## src/hdl/duplicate_and_mode_finder_core_macros.svh

```systemverilog
// Assertion macros shared by the duplicate and mode finder RTL.
// No dependencies; defining ASSERT_OFF turns every check into nothing.
`ifndef DUPLICATE_AND_MODE_FINDER_CORE_MACROS_SVH
`define DUPLICATE_AND_MODE_FINDER_CORE_MACROS_SVH

`ifndef ASSERT_OFF

`define DMF_ASSERT_ALWAYS(label, clk, rst_n, cond, msg) \
	label: assert property (@(posedge clk) disable iff (!rst_n) (cond)) else $error(msg);

`define DMF_ASSERT_NEXT(label, clk, rst_n, ante, cons, msg) \
	label: assert property (@(posedge clk) disable iff (!rst_n) (ante) |=> (cons)) \
		else $error(msg);

`else

`define DMF_ASSERT_ALWAYS(label, clk, rst_n, cond, msg)

`define DMF_ASSERT_NEXT(label, clk, rst_n, ante, cons, msg)

`endif

`endif

```

## src/hdl/dmf_pkg.sv

```systemverilog
// Types and constants for the duplicate and mode finder.
// No dependencies; used by dmf_cell and duplicate_and_mode_finder_core.
`default_nettype none

package dmf_pkg;

	localparam int MAX_ITEMS_DEF = 128;
	localparam int VALUE_W = 32;
	localparam int DUP_W = 7;
	localparam int MODE_W = 8;
	localparam int DUP_MAX = 127;
	localparam int MODE_MAX = 255;

	typedef struct packed {
		logic signed [VALUE_W-1:0] value;
		logic last;
	} in_item_t;

	typedef struct packed {
		logic [DUP_W-1:0] duplicate_count;
		logic signed [VALUE_W-1:0] mode_value;
		logic [MODE_W-1:0] mode_count;
		logic overflow;
	} out_item_t;

	typedef struct packed {
		logic [VALUE_W-1:0] s;
		logic [VALUE_W-1:0] m;
		logic sv;
		logic mv;
	} cell_link_t;

	typedef struct packed {
		logic load;
		logic cmp;
		logic red;
	} cell_ctl_t;

endpackage

`default_nettype wire

```

## src/hdl/dmf_cell.sv

```systemverilog
// One cell of the element chain: holds a stored element, a moving probe copy
// and the count of later matches. Depends on dmf_pkg.
`default_nettype none

module dmf_cell
	import dmf_pkg::*;
#(
	parameter int CW = 8
) (
	input  wire logic          clk,
	input  wire logic          arst_n,
	input  wire cell_ctl_t     ctl,
	input  wire cell_link_t    prev,
	input  wire cell_link_t    next,
	input  wire logic [CW-1:0] next_cnt,
	output cell_link_t         cur,
	output logic [CW-1:0]      cnt
);

	logic [VALUE_W-1:0] s_q;
	logic [VALUE_W-1:0] m_q;
	logic               sv_q;
	logic               mv_q;
	logic [CW-1:0]      cnt_q;
	logic               hit;

	assign hit = sv_q && prev.mv && (s_q == prev.m);

	always_ff @(posedge clk or negedge arst_n) begin
		if (!arst_n) begin
			sv_q <= 1'b0;
			mv_q <= 1'b0;
		end else if (ctl.load) begin
			sv_q <= prev.sv;
			mv_q <= prev.mv;
		end else if (ctl.cmp) begin
			mv_q <= prev.mv;
		end else if (ctl.red) begin
			sv_q <= next.sv;
		end
	end

	always_ff @(posedge clk) begin
		if (ctl.load) begin
			s_q   <= prev.s;
			m_q   <= prev.m;
			cnt_q <= '0;
		end else if (ctl.cmp) begin
			m_q <= prev.m;
			if (hit) begin
				cnt_q <= cnt_q + 1'b1;
			end
		end else if (ctl.red) begin
			s_q   <= next.s;
			cnt_q <= next_cnt;
		end
	end

	assign cur = '{s: s_q, m: m_q, sv: sv_q, mv: mv_q};
	assign cnt = cnt_q;

endmodule

`default_nettype wire
```

## config.mk

```make
export PLATFORM = sky130hd
export DESIGN_NAME = dmf_cell
export DESIGN_NICKNAME = d
export VERILOG_FILES = /design/src/hdl/duplicate_and_mode_finder_core_macros.svh /design/src/hdl/dmf_pkg.sv /design/src/hdl/dmf_cell.sv
export SDC_FILE = /design/constraint.sdc
export NUM_CORES = 1
export LEC_CHECK = 0
export BUFFER_PORTS_ARGS = -buffer_cell sky130_fd_sc_hd__buf_2
export CAP_MARGIN = 10
export CORE_MARGIN = 1.5
export CORE_UTILIZATION = 35
export DETAILED_ROUTE_END_ITERATION = 10
export PLACE_DENSITY = 0.71
export SLEW_MARGIN = 5
export SYNTH_ARGS = -nofsm -noshare
export SYNTH_HDL_FRONTEND = slang
export SYNTH_SLANG_ARGS = --single-unit
```

## constraint.sdc

```tcl
create_clock -name clk -period 1.8 [get_ports clk]
set_input_delay 0.36 -clock clk [delete_from_list [all_inputs] [get_ports clk]]
set_output_delay 0.36 -clock clk [all_outputs]
set_load 0.005 [all_outputs]
```

======== Word-level counts from Yosys, hierarchy flattened ========
Index checks and enable logic that the tools add are counted.
word-level totals
  bits in registers ....................... 74
  latch bits .............................. 0
  bits in writable memories ............... 0
  ROM bits ................................ 0
  input bits .............................. 145
  output and inout port bits .............. 74
  logic and storage cells ................. 29
  memories ................................ 0
cells by class
  add/subtract/negate cells ............... 1
  multiply operators ...................... 0
  div/mod/pow operators ................... 0
  $lt $le $gt $ge ......................... 0
  equality and inequality tests ........... 3
  shifts and indexed selects .............. 0
  mux-type cells .......................... 13
  bitwise operators ....................... 0
  reduce and logical (&&, ||, !) cells .... 7
operators with widths
  operator             number
  $mux 32              5
  $eq 32x32->1         1
  $mux 8               3
  $add 8x1->8 const B  1
  $reduce_bool 2->1    3
  $mux 1               5
  $ne 2x1->1 const B   2
  $reduce_and 2->1     2
  $logic_and 1x1->1    2

======== Depth between registers and ports, before layout ========
Gate-level depths: netlist (run 1).
  word-level depth ........................ 4
  mapped depth ............................ 8
  gate-level depth less buffers ........... 7

======== Least setup slack after synthesis (run 1) ========
OpenSTA, ideal clock, no wires.
  path kind ............................... input port to flip-flop
  from .................................... in ctl[1] (netlist name)
  to ...................................... reg s_q[0], enable pin
  setup time .............................. 0.394 ns
  arrival ................................. 1.700 ns
  required time ........................... 1.406 ns
  path slack .............................. -0.294 ns
  cell stages on the path ................. 4
  buffers on the path ..................... 2
  cell sequence ........................... buf_2 > or2b_2 > buf_6 > nand2b_1
between the ends
  word-level cells in the longest chain between the ends .. 2
RTL lines
  element                            line            text
  start: declaration                 dmf_cell.sv:12  input wire cell_ctl_t ctl,
  $ne 2x1->1 (no source line)        --
  $reduce_and 2->1 (no source line)  --
  end signal: assignment             dmf_cell.sv:45  s_q <= prev.s;
  end signal: assignment             dmf_cell.sv:54  s_q <= next.s;
  end: declaration                   dmf_cell.sv:20  logic [VALUE_W-1:0] s_q;
No other way between the ends.
A chain may end at the register's enable or synchronous reset.

======== Final worst setup path (run 1) ========
  from .................................... reg s_q[16]
  to ...................................... reg cnt_q[6], in the netlist cnt[6]
between the ends
  word-level cells in the longest chain between the ends .. 4
RTL lines
  element                            line            text
  $eq 32x32->1                       dmf_cell.sv:27  assign hit = sv_q && prev.mv && (s_q == prev.m);
  $logic_and 1x1->1                  dmf_cell.sv:27
  $ne 2x1->1 (no source line)        --
  $reduce_and 2->1 (no source line)  --
  end signal: assignment             dmf_cell.sv:51  cnt_q <= cnt_q + 1'b1;
  end signal: assignment             dmf_cell.sv:55  cnt_q <= next_cnt;
  end: declaration                   dmf_cell.sv:24  logic [CW-1:0] cnt_q;
No other way between the ends.

==> out/qor.yml, run 1 <==
status: "finished with violations"
violations: "negative setup slack"
max_stage_delay_ns: 0.41
timing.final.hold_violations: 0
route.detailed.drc: 0
stdcell_area_um2: 5050
postRouteWirelength_um: 8820
drive_gt1_share_pct: 62.1
path_cells: "xor2_1 > nor4_2 > nand3_2 > buf_4 > buf_4 > a22oi_1 > nor3b_1 > a211o_2"
fmax_ghz: 0.501
grt_pass1_wl_um: 13500
clk_latency_ns: 0.34
viasPerCell: 4.72
initial_core_util_pct: 36.6
numClockSinks: 74
utilization_pct: 54.1
fp.dieW_um: 102
instances_no_fill: 591
timing.critical_path.arrival_ns: 2.23
worst-path-buf-inv: 2
drv_slew: 0
grt_start_max_net_pins: 29
ios: 219
p_switching_w: 0.00102
seq_area_frac_synth_pct: 62.5
p_leak_nw: 2.24
crit_family: "simple AND/OR/NAND/NOR gates"
path_clk_slew_ns: 0.08
r2r_cells: 8
min_period_ns: 1.99
cts_tree: "done"
cp_common_cell: "buf_4"
hp-start: "prev[15]"
worstSetupEndpointType: "flop"
ys_types: 41
critPathMaxFanout: 3
dr.pass1.iters: 4
place_area_um2: 4710
synth-seq-cells: 74
p_sw_share_pct: 23.0
htreeDepth: 3
cts_buffers: 9
yosysWarnings: 0
fin_nets: 603
die-area_um2: 10400
dp_cells: 569
rr_startpoint: "s_q[16]"
setup.worst_path.start_class: "flop"
synth_area_um2: 3410
first_iter_violations: 87
grt-ovfl-total: 0
row_count: 35
r2r_slack_ns: -0.19
p_int_w: 0.00341
detail-route-antenna-nets: 0
drt-wirelength-per-cell_um: 14.9
min_to: "m_q[13]"
netlist_instances: 232
via_count: 2792
fin_crit_sh_pct: 111
rsz0062_at_grt: "true"
portBuffers: 185
critPathKind: "flop to flop"
cp.required_ns: 2.03
tightest_slew_ns: 0.316
holdPathStages: 1
power.share.clock_pct: 35.5
grt_antenna_before_repair: 0
syn2layout_area_growth_pct: 47.9
grt_use_total_pct: 17.3
slew_headroom_pct: 78.8
cts_buffer_depth: 2
setup_slack_ns: -0.195
sequentialPowerShare_pct: 48.4
fp.dieH_um: 102
core_um2: 9330
post-place-ws_ns: -0.379
antenna_cells: 0
syn_nets: 378
worst_hold_path_type: "input port to flop"
combPwrFrac_pct: 16.1
first_global_vias: 2873
setup_viol_count_final: 8
crit_slowest_cell: "edfxtp_1"
powerDensity_nw_per_um2: 877
hpwlAfterDp_um: 6850
hold_slack_ns: 0.217
avgSynthCellArea_um2: 14.7
gp_congestion: 0.821
skew_ns: 0.00855
reg2reg_to: "cnt[6]"
max-vdd-ir-drop_uv: 411
cts-root-buf: "clkbuf_8"
maxCapViolCount: 0
[synthesized netlist by cell type]
master         count  area share [%]
a211o_2            1            0.29
a211oi_1           8             1.8
a211oi_2           2            0.73
a21oi_1            1            0.15
a22oi_1            1            0.22
a31oi_1            1            0.18
and2_1             4            0.73
and2_2             1            0.22
buf_2              1            0.15
buf_4              2            0.44
buf_6              3            0.99
clkbuf_1           3            0.33
clkbuf_8           2            0.81
dfrtp_1            2             1.5
dfxtp_1            8             4.7
dlygate4sd1_1      1            0.26
edfxtp_1          64              56
ha_1               1            0.37
mux2_2            33              11
mux2i_1            3            0.88
nand2_1           11             1.2
nand2b_1           1            0.18
nand3_1            6            0.88
nand4_1            1            0.18
nor2_1             3            0.33
nor2b_1            2            0.37
nor3_1             4            0.59
nor3_2             1            0.29
nor3b_1            1            0.22
nor4_1             6             1.1
nor4_2             1            0.37
o211ai_1           2            0.44
o21a_1             1            0.22
o21ai_0            7             1.0
o21bai_1           1            0.22
or2_2              2            0.37
or2b_2             1            0.26
or3_1              1            0.18
or4_1              2            0.44
xnor2_1            2            0.51
xor2_1            34             8.7
[area by class of cell]
class	count	area, µm²
timing repair buffer	226	1290
fill	835	4280
multi-input combinational	146	1220
clock inverter	5	101
clock buffer	11	141
sequential	74	2130
tap	129	161
[metal layers]
metal	global-route usage (%)	part of all wire, %
met2	31.3	54
met4	7.16	1.5
met3	5.18	7.0
met1	18.7	38
met5	0	0
[flip-flops by register name, indices dropped and copies added (netlist names)]
name	count
sv_q	1
mv_q	1
m_q	32
cnt	8
s_q	32
[worst max path at each step]
stage	from	end	slack, ns	cells after the start
2_1_floorplan	s_q[20]	cnt[0]	-0.01	6
3_3_place_gp	prev[22]	cnt[0]	-0.33	8
3_5_place_dp	prev[8]	cnt[2]	-0.38	9
4_1_cts	s_q[0]	cnt[6]	-0.20	8
5_1_grt	s_q[16]	cnt[6]	-0.34	8
6_report	s_q[16]	cnt[6]	-0.19	8
[placed cells by master, fill, tap and decap left out, types with 5 or more instances in the layout]
| cell | n |
|---|---|
| buf_2 | 185 |
| clkbuf_8 | 10 |
| dfxtp_1 | 8 |
| a211oi_1 | 7 |
| buf_4 | 34 |
| nand2_1 | 11 |
| edfxtp_1 | 64 |
| xor2_1 | 34 |
| mux2_2 | 33 |
| nand3_1 | 5 |
| o21ai_0 | 7 |
[cells by family after synthesis]
kind of cell    count (synthesis)  synth area share (%)
flops                          74                  62.5
simple gates                   48                  7.92
xor+xnor                       36                  9.24
mux                            36                  11.8
compound gates                 25                  5.24
buf+inv                        12                  2.97
fa+ha+maj                       1                 0.367
[timing repair]
action,in CTS,in global routing
setup buffers,3,1
hold buffers,1,0
hold endpoints to repair,2,0
pin swaps,10,4
resized for setup,5,4
setup endpoints to repair,8,8
cloned,1,0
[power by group through the flow]
stage / Clock (W) / Combinational (W) / Sequential [W]
floorplan: 0 / 0.000252 / 0.00220
global placement: 0 / 0.000685 / 0.00217
detailed placement: 0 / 0.000698 / 0.00218
CTS: 0.00160 / 0.000716 / 0.00214
global route: 0.00166 / 0.000783 / 0.00216
finish: 0.00157 / 0.000713 / 0.00214
[stage by stage]
step | power [W] | setup TNS, ns
floorplan | 0.00245 | -0.0105
global placement | 0.00286 | -2.19
detailed placement | 0.00288 | -2.76
CTS | 0.00446 | -1.39
global route | 0.00461 | -2.26
finish | 0.00442 | -1.19
Power figures use the tool's default switching activity.
==> run 2, diff against run 1 <==
- SKIP_CTS_REPAIR_TIMING: default -> 1
==> out/qor.yml, run 2 (synthesized netlist as in run 1, its figures left out) <==
status: "finished with violations"  # unchanged
violations: "negative setup slack"  # unchanged
critPathKind: "flop to flop"  # unchanged
row_count: 35  # unchanged
slew_headroom_pct: 78.6  # was 78.8%
wl_met1_um: 3340  # was 3350 µm
grt_antenna_before_repair: 0  # unchanged
first_global_vias: 2814  # was 2873
drive_gt1_share_pct: 64.0  # was 62.1%
syn2layout_area_growth_pct: 49.5  # was 47.9%
cp.required_ns: 2.06  # was 2.03 ns
via_count: 2790  # was 2792
cts_buffer_depth: 2  # unchanged
skew_ns: 0.00758  # was 0.00855 ns
hpwlAfterDp_um: 6850  # unchanged
rsz0062_at_grt: "true"  # unchanged
cts-root-buf: "clkbuf_8"  # unchanged
dr.pass1.iters: 6  # was 4
utilization_pct: 54.7  # was 54.1%
power_w: 0.00443  # was 0.00442 W
timing.final.hold_violations: 0  # unchanged
maxCapViolCount: 0  # unchanged
postRouteWirelength_um: 8980  # was 8820 µm
wl_met2_um: 4800  # was 4730 µm
powerDensity_nw_per_um2: 868  # was 877 nW/µm²
fin_crit_sh_pct: 115  # was 111%
multi_input_area_um2: 1270  # was 1220 µm²
ios: 219  # unchanged
cts_tree: "done"  # unchanged
setup_slack_ns: -0.269  # was -0.195 ns
ff_latch_area_um2: 2130  # unchanged
tightest_slew_ns: 0.318  # was 0.316 ns
fin_nets: 602  # was 603
core_um2: 9330  # unchanged
min_period_ns: 2.07  # was 1.99 ns
wl_met3_um: 682  # was 615 µm
clk_latency_ns: 0.34  # about the same
final_cell_mix: "buf_2 (185), edfxtp_1 (64), mux2_2 (33), xor2_1 (33), buf_4 (30)"  # was buf_2 (185), edfxtp_1 (64), xor2_1 (34), buf_4 (34), mux2_2 (33)
p_leak_nw: 2.26  # was 2.24 nW
drv_slew: 0  # unchanged
fp.dieH_um: 102  # unchanged
route.detailed.drc: 0  # unchanged
antenna_cells: 0  # unchanged
setup.worst_path.start_class: "flop"  # unchanged
timing.critical_path.arrival_ns: 2.33  # was 2.23 ns
viasPerCell: 4.73  # was 4.72
grt_pass1_wl_um: 13300  # was 13500 µm
critPathMaxFanout: 3  # unchanged
fp.dieW_um: 102  # unchanged
fmax_ghz: 0.483  # was 0.501 GHz
initial_core_util_pct: 36.6  # unchanged
portBuffers: 185  # unchanged
grt_start_max_net_pins: 29  # unchanged
drt-wirelength-per-cell_um: 15.2  # was 14.9 µm
numClockSinks: 74  # unchanged
first_iter_violations: 84  # was 87
fill_cells: 823  # was 835
worst_hold_path_type: "input port to flop"  # unchanged
grt-ovfl-total: 0  # unchanged
final_common_cell: "buf_2"  # unchanged
detail-route-antenna-nets: 0  # unchanged
gp_congestion: 0.821  # unchanged
cts_buffers: 9  # unchanged
worstSetupEndpointType: "flop"  # unchanged
die-area_um2: 10400  # unchanged
grt_use_total_pct: 17.1  # was 17.3%
htreeDepth: 3  # unchanged
path_clk_slew_ns: 0.08  # about the same
setup_viol_count_final: 8  # unchanged
max-vdd-ir-drop_uv: 412  # was 411 µV
top_layer_used: "met4"  # unchanged
-- run 2: changes by cell type in the layout (fill, tap and decap cells not counted), moves of 2 or more --
cell	delta
or4_4	+2
or4_1	-2
buf_6	+3
nor3_2	+2
nor4_1	+2
buf_4	-4
a211oi_2	+4
nor4_2	-3
a211oi_1	-4
nor3_1	-2
-- run 2: worst paths after layout --
path	startpoint	to	cells past startpoint	slack (ns)
worst max-delay path	s_q[8]	cnt[0]	7	-0.27
worst min-delay path	prev[15]	m_q[13]	1	0.21
worst max register to register	s_q[8]	cnt[0]	7	-0.27
worst min register to register	mv_q	mv_q	1	0.51
max in group asynchronous	arst_n	sv_q	2	1.37
min in group asynchronous	arst_n	mv_q	2	0.32
-- run 2: worst max-delay path, cell delays in order (launching register included) --
cell and delay, ns:
edfxtp_1 0.42, xor2_1 0.18, nor4_1 0.27, buf_4 0.15
nand4_1 0.12, buf_4 0.19, or4_4 0.48, a31oi_1 0.17
-- run 2: stage by stage --
step	cell area, µm²	TNS (ns)	hold slack, ns	worst slack, ns	cells
6_report	5100	-1.42	0.213	-0.269	590
5_1_grt	5100	-2.35	0.196	-0.339	590
4_1_cts	4960	-2.36	-0.229	-0.335	585
3_5_place_dp	4710	-2.76	0.147	-0.379	569
3_3_place_gp	4710	-2.19	0.145	-0.326	569
2_1_floorplan	3410	-0.0105	0.0644	-0.0105	232
-- run 2: where the power goes --
part	internal, W	total, W	switching [W]
clock network	0.000955	0.00157	0.000614
registers	0.00205	0.00214	0.0000900
logic	0.000398	0.000716	0.000318
total	0.00341	0.00443	0.00102
-- run 2: final cells by class --
cell class / count / share of cell area [%]
Clock inverter: 5 / 1.99
Multi-Input combinational cell: 146 / 24.8
Tap cell: 129 / 3.16
Clock buffer: 11 / 2.77
Timing Repair Buffer: 225 / 25.4
Sequential cell: 74 / 41.8
-- run 2: per-layer routing --
| metal | vias to the layer above | track usage (%) |
|---|---|---|
| li1 | 1313 | - |
| met2 | 127 | 30.9 |
| met1 | 1335 | 18.8 |
| met3 | 15 | 4.90 |
| met4 | 0 | 6.84 |
| met5 | - | 0 |
==> run 3, diff against run 2 <==
- ABC_AREA: default -> 1
- PLACE_DENSITY: 0.71 -> 0.7
==> out/qor.yml, run 3 <==
fp.dieH_um: 103  # was 102 µm
core_um2: 9730  # was 9330 µm²
avgSynthCellArea_um2: 9.18  # was 14.7 µm²
fp.dieW_um: 103  # was 102 µm
via_count: 3201  # was 2790
sequentialPowerShare_pct: 51.0  # was 48.4%
synth-seq-cells: 74  # unchanged
combPwrFrac_pct: 16.7  # was 16.2%
antenna_cells: 0  # unchanged
yosys.area.top_type: "edfxtp_1"  # unchanged
gp_congestion: 0.776  # was 0.821
portBuffers: 185  # unchanged
ys_top_cells_by_area: "edfxtp_1 (55%), nand2_1 (18%), dfxtp_1 (4.6%)"  # was edfxtp_1 (56%), mux2_2 (11%), xor2_1 (8.7%)
skew_ns: 0.00871  # was 0.00758 ns
clk_latency_ns: 0.33  # was 0.34 ns
power.share.clock_pct: 32.4  # was 35.4%
multi_input_area_um2: 1220  # was 1270 µm²
grt_start_max_net_pins: 24  # was 29
syn2layout_area_growth_pct: 40.6  # was 49.5%
path_clk_slew_ns: 0.08  # about the same
p_sw_share_pct: 24.9  # was 23.1%
rsz0062_at_grt: "false"  # was true
grt_antenna_before_repair: 0  # unchanged
timing.critical_path.arrival_ns: 1.87  # was 2.33 ns
seq_area_frac_synth_pct: 61.0  # was 62.5%
maxCapViolCount: 0  # unchanged
max-vdd-ir-drop_uv: 497  # was 412 µV
fin_tns_setup_ns: 0  # was -1.42 ns
powerDensity_nw_per_um2: 857  # was 868 nW/µm²
p_switching_w: 0.00105  # was 0.00102 W
grt_use_total_pct: 17.0  # was 17.1%
synthFlopType: "edfxtp_1"  # unchanged
crit_family: "simple AND/OR/NAND/NOR gates"  # unchanged
slew_headroom_pct: 82.9  # was 78.6%
setup.worst_path.start_class: "flop"  # unchanged
final_cell_mix: "buf_2 (185), nand2_1 (164), edfxtp_1 (64), inv_1 (35), nor2_1 (28)"  # was buf_2 (185), edfxtp_1 (64), mux2_2 (33), xor2_1 (33), buf_4 (30)
synth_area_um2: 3500  # was 3410 µm²
netlist_instances: 381  # was 232
initial_core_util_pct: 35.9  # was 36.6%
min_period_ns: 1.64  # was 2.07 ns
grt-ovfl-total: 0  # unchanged
path_cells: "xnor2_1 > nand2_1 > nor2_2 > nand2_2 > nor2_4 > nand3_4 > a21oi_1 > nor2_1"  # was xor2_1 > nor4_1 > buf_4 > nand4_1 > buf_4 > or4_4 > a31oi_1
cp.required_ns: 2.03  # was 2.06 ns
ys_async_sr_fraction_pct: 2.70  # unchanged
grt_pass1_wl_um: 13400  # was 13300 µm
route.detailed.drc: 0  # unchanged
viasPerCell: 4.47  # was 4.73
detail-route-antenna-nets: 0  # unchanged
drive_gt1_share_pct: 38.6  # was 64.0%
synthMostInstantiatedCell: "nand2_1"  # was edfxtp_1
worst-path-buf-inv: 0  # was 2
worstSetupEndpointType: "flop"  # unchanged
numClockSinks: 74  # unchanged
first_iter_violations: 92  # was 84
critPathMaxFanout: 8  # was 3
status: "finished, final reports clean"  # was finished with violations
power_w: 0.00421  # was 0.00443 W
postRouteWirelength_um: 9470  # was 8980 µm
fill_cells: 958  # was 823
cts_buffers: 9  # unchanged
max_stage_delay_ns: 0.42  # was 0.48 ns
timing.final.hold_violations: 0  # unchanged
htreeDepth: 3  # unchanged
cts-root-buf: "clkbuf_8"  # unchanged
synth_edf_count: 64  # unchanged
p_leak_nw: 2.48  # was 2.26 nW
cts_tree: "done"  # unchanged
drv_slew: 0  # unchanged
fmax_ghz: 0.612  # was 0.483 GHz
p_int_w: 0.00316  # was 0.00341 W
fin_nets: 725  # was 602
row_count: 36  # was 35
ys_types: 24  # was 41
fin_crit_sh_pct: 90.8  # was 115%
dr.pass1.iters: 4  # was 6
syn_nets: 527  # was 378
cts_buffer_depth: 2  # unchanged
critPathKind: "flop to flop"  # unchanged
final_common_cell: "buf_2"  # unchanged
setup_viol_count_final: 0  # was 8
crit_slowest_cell: "edfxtp_1"  # was or4_4
ios: 219  # unchanged
ys_top_cells_by_count: "nand2_1 (166), edfxtp_1 (64), inv_1 (35), nor2_1 (31)"  # was edfxtp_1 (64), xor2_1 (34), mux2_2 (33), nand2_1 (11)
die-area_um2: 10600  # was 10400 µm²
synth_top_area_share_pct: 55.0  # was 56.3%
worst_hold_path_type: "input port to flop"  # unchanged
hpwlAfterDp_um: 7290  # was 6850 µm
tightest_slew_ns: 0.256  # was 0.318 ns
first_global_vias: 2963  # was 2814
drt-wirelength-per-cell_um: 13.2  # was 15.2 µm
ff_latch_area_um2: 2130  # unchanged
yosysWarnings: 0  # unchanged
-- run 3: cell types whose count changed in the layout (fill, tap and decap cells not counted), moves of 7 or more --
cell,delta
inv_1,+35
mux2_2,-33
buf_4,-19
nand2_1,+153
nor2_1,+25
a211oi_2,-7
xor2_1,-22
xnor2_1,+9
-- run 3: cell type report --
cell class | count | area share [%]
clock buffer | 9 | 2.52
clock inverter | 6 | 1.68
inverter | 36 | 2.75
multi-input combinational | 259 | 24.8
sequential | 74 | 43.4
tap | 133 | 3.39
timing repair buffer | 199 | 21.5
-- run 3: final timing paths --
| kind | start | to | cells after the start | slack [ns] |
|---|---|---|---|---|
| setup reg to reg | s_q[12] | cnt[6] | 8 | 0.16 |
| max in group asynchronous | arst_n | mv_q | 2 | 1.35 |
| hold / removal | prev[23] | m_q[21] | 1 | 0.23 |
| setup / recovery | s_q[12] | cnt[6] | 8 | 0.16 |
| hold reg to reg | mv_q | mv_q | 2 | 0.50 |
| min in group asynchronous | arst_n | sv_q | 2 | 0.34 |
-- run 3: power by group through the flow --
stage	Combinational (W)	Sequential, W	Clock [W]
floorplan	0.000280	0.00220	0
global route	0.000795	0.00217	0.00148
CTS	0.000698	0.00215	0.00142
detailed placement	0.000696	0.00219	0
finish	0.000702	0.00215	0.00136
global placement	0.000678	0.00218	0
-- run 3: metal layers --
metal  wire length (µm)  global-route usage (%)  share of wire [%]
met1               4020                    20.1                 42
met5                  0                       0                  0
met4                190                    8.00                2.0
met3                485                    3.05                5.1
met2               4770                    30.1                 50
-- run 3: worst register-to-register path: stages (launching register included) --
cell	delay (ns)
edfxtp_1	0.42
xnor2_1	0.16
nand2_1	0.09
nor2_2	0.14
nand2_2	0.09
nor2_4	0.20
nand3_4	0.18
a21oi_1	0.20
nor2_1	0.06
-- run 3: logic make-up (layout without fill, tap and decap cells) --
kind of cell             count (synthesis)  after routing  synth area share [%]
flip-flops                              74             74                  61.0
buffers and inverters                   49            250                  5.83
AO/OA/AOI/OAI                           19             19                  2.75
AND/OR/NAND/NOR                        216            217                  24.6
adder cells (fa/ha/maj)                  1              1                 0.358
XOR/XNOR                                22             22                  5.51
-- run 3: metrics by stage --
stage	utilization (%)	setup WS [ns]	instances	cell area, µm²	hold WS (ns)
floorplan	-	0.0938	381	3500	0.0644
global placement	47.7	0.117	698	4640	0.153
detailed placement	47.7	0.0282	698	4640	0.156
CTS	49.8	0.0879	713	4840	-0.219
global route	50.5	0.00680	716	4920	0.200
finish	50.5	0.165	716	4920	0.227
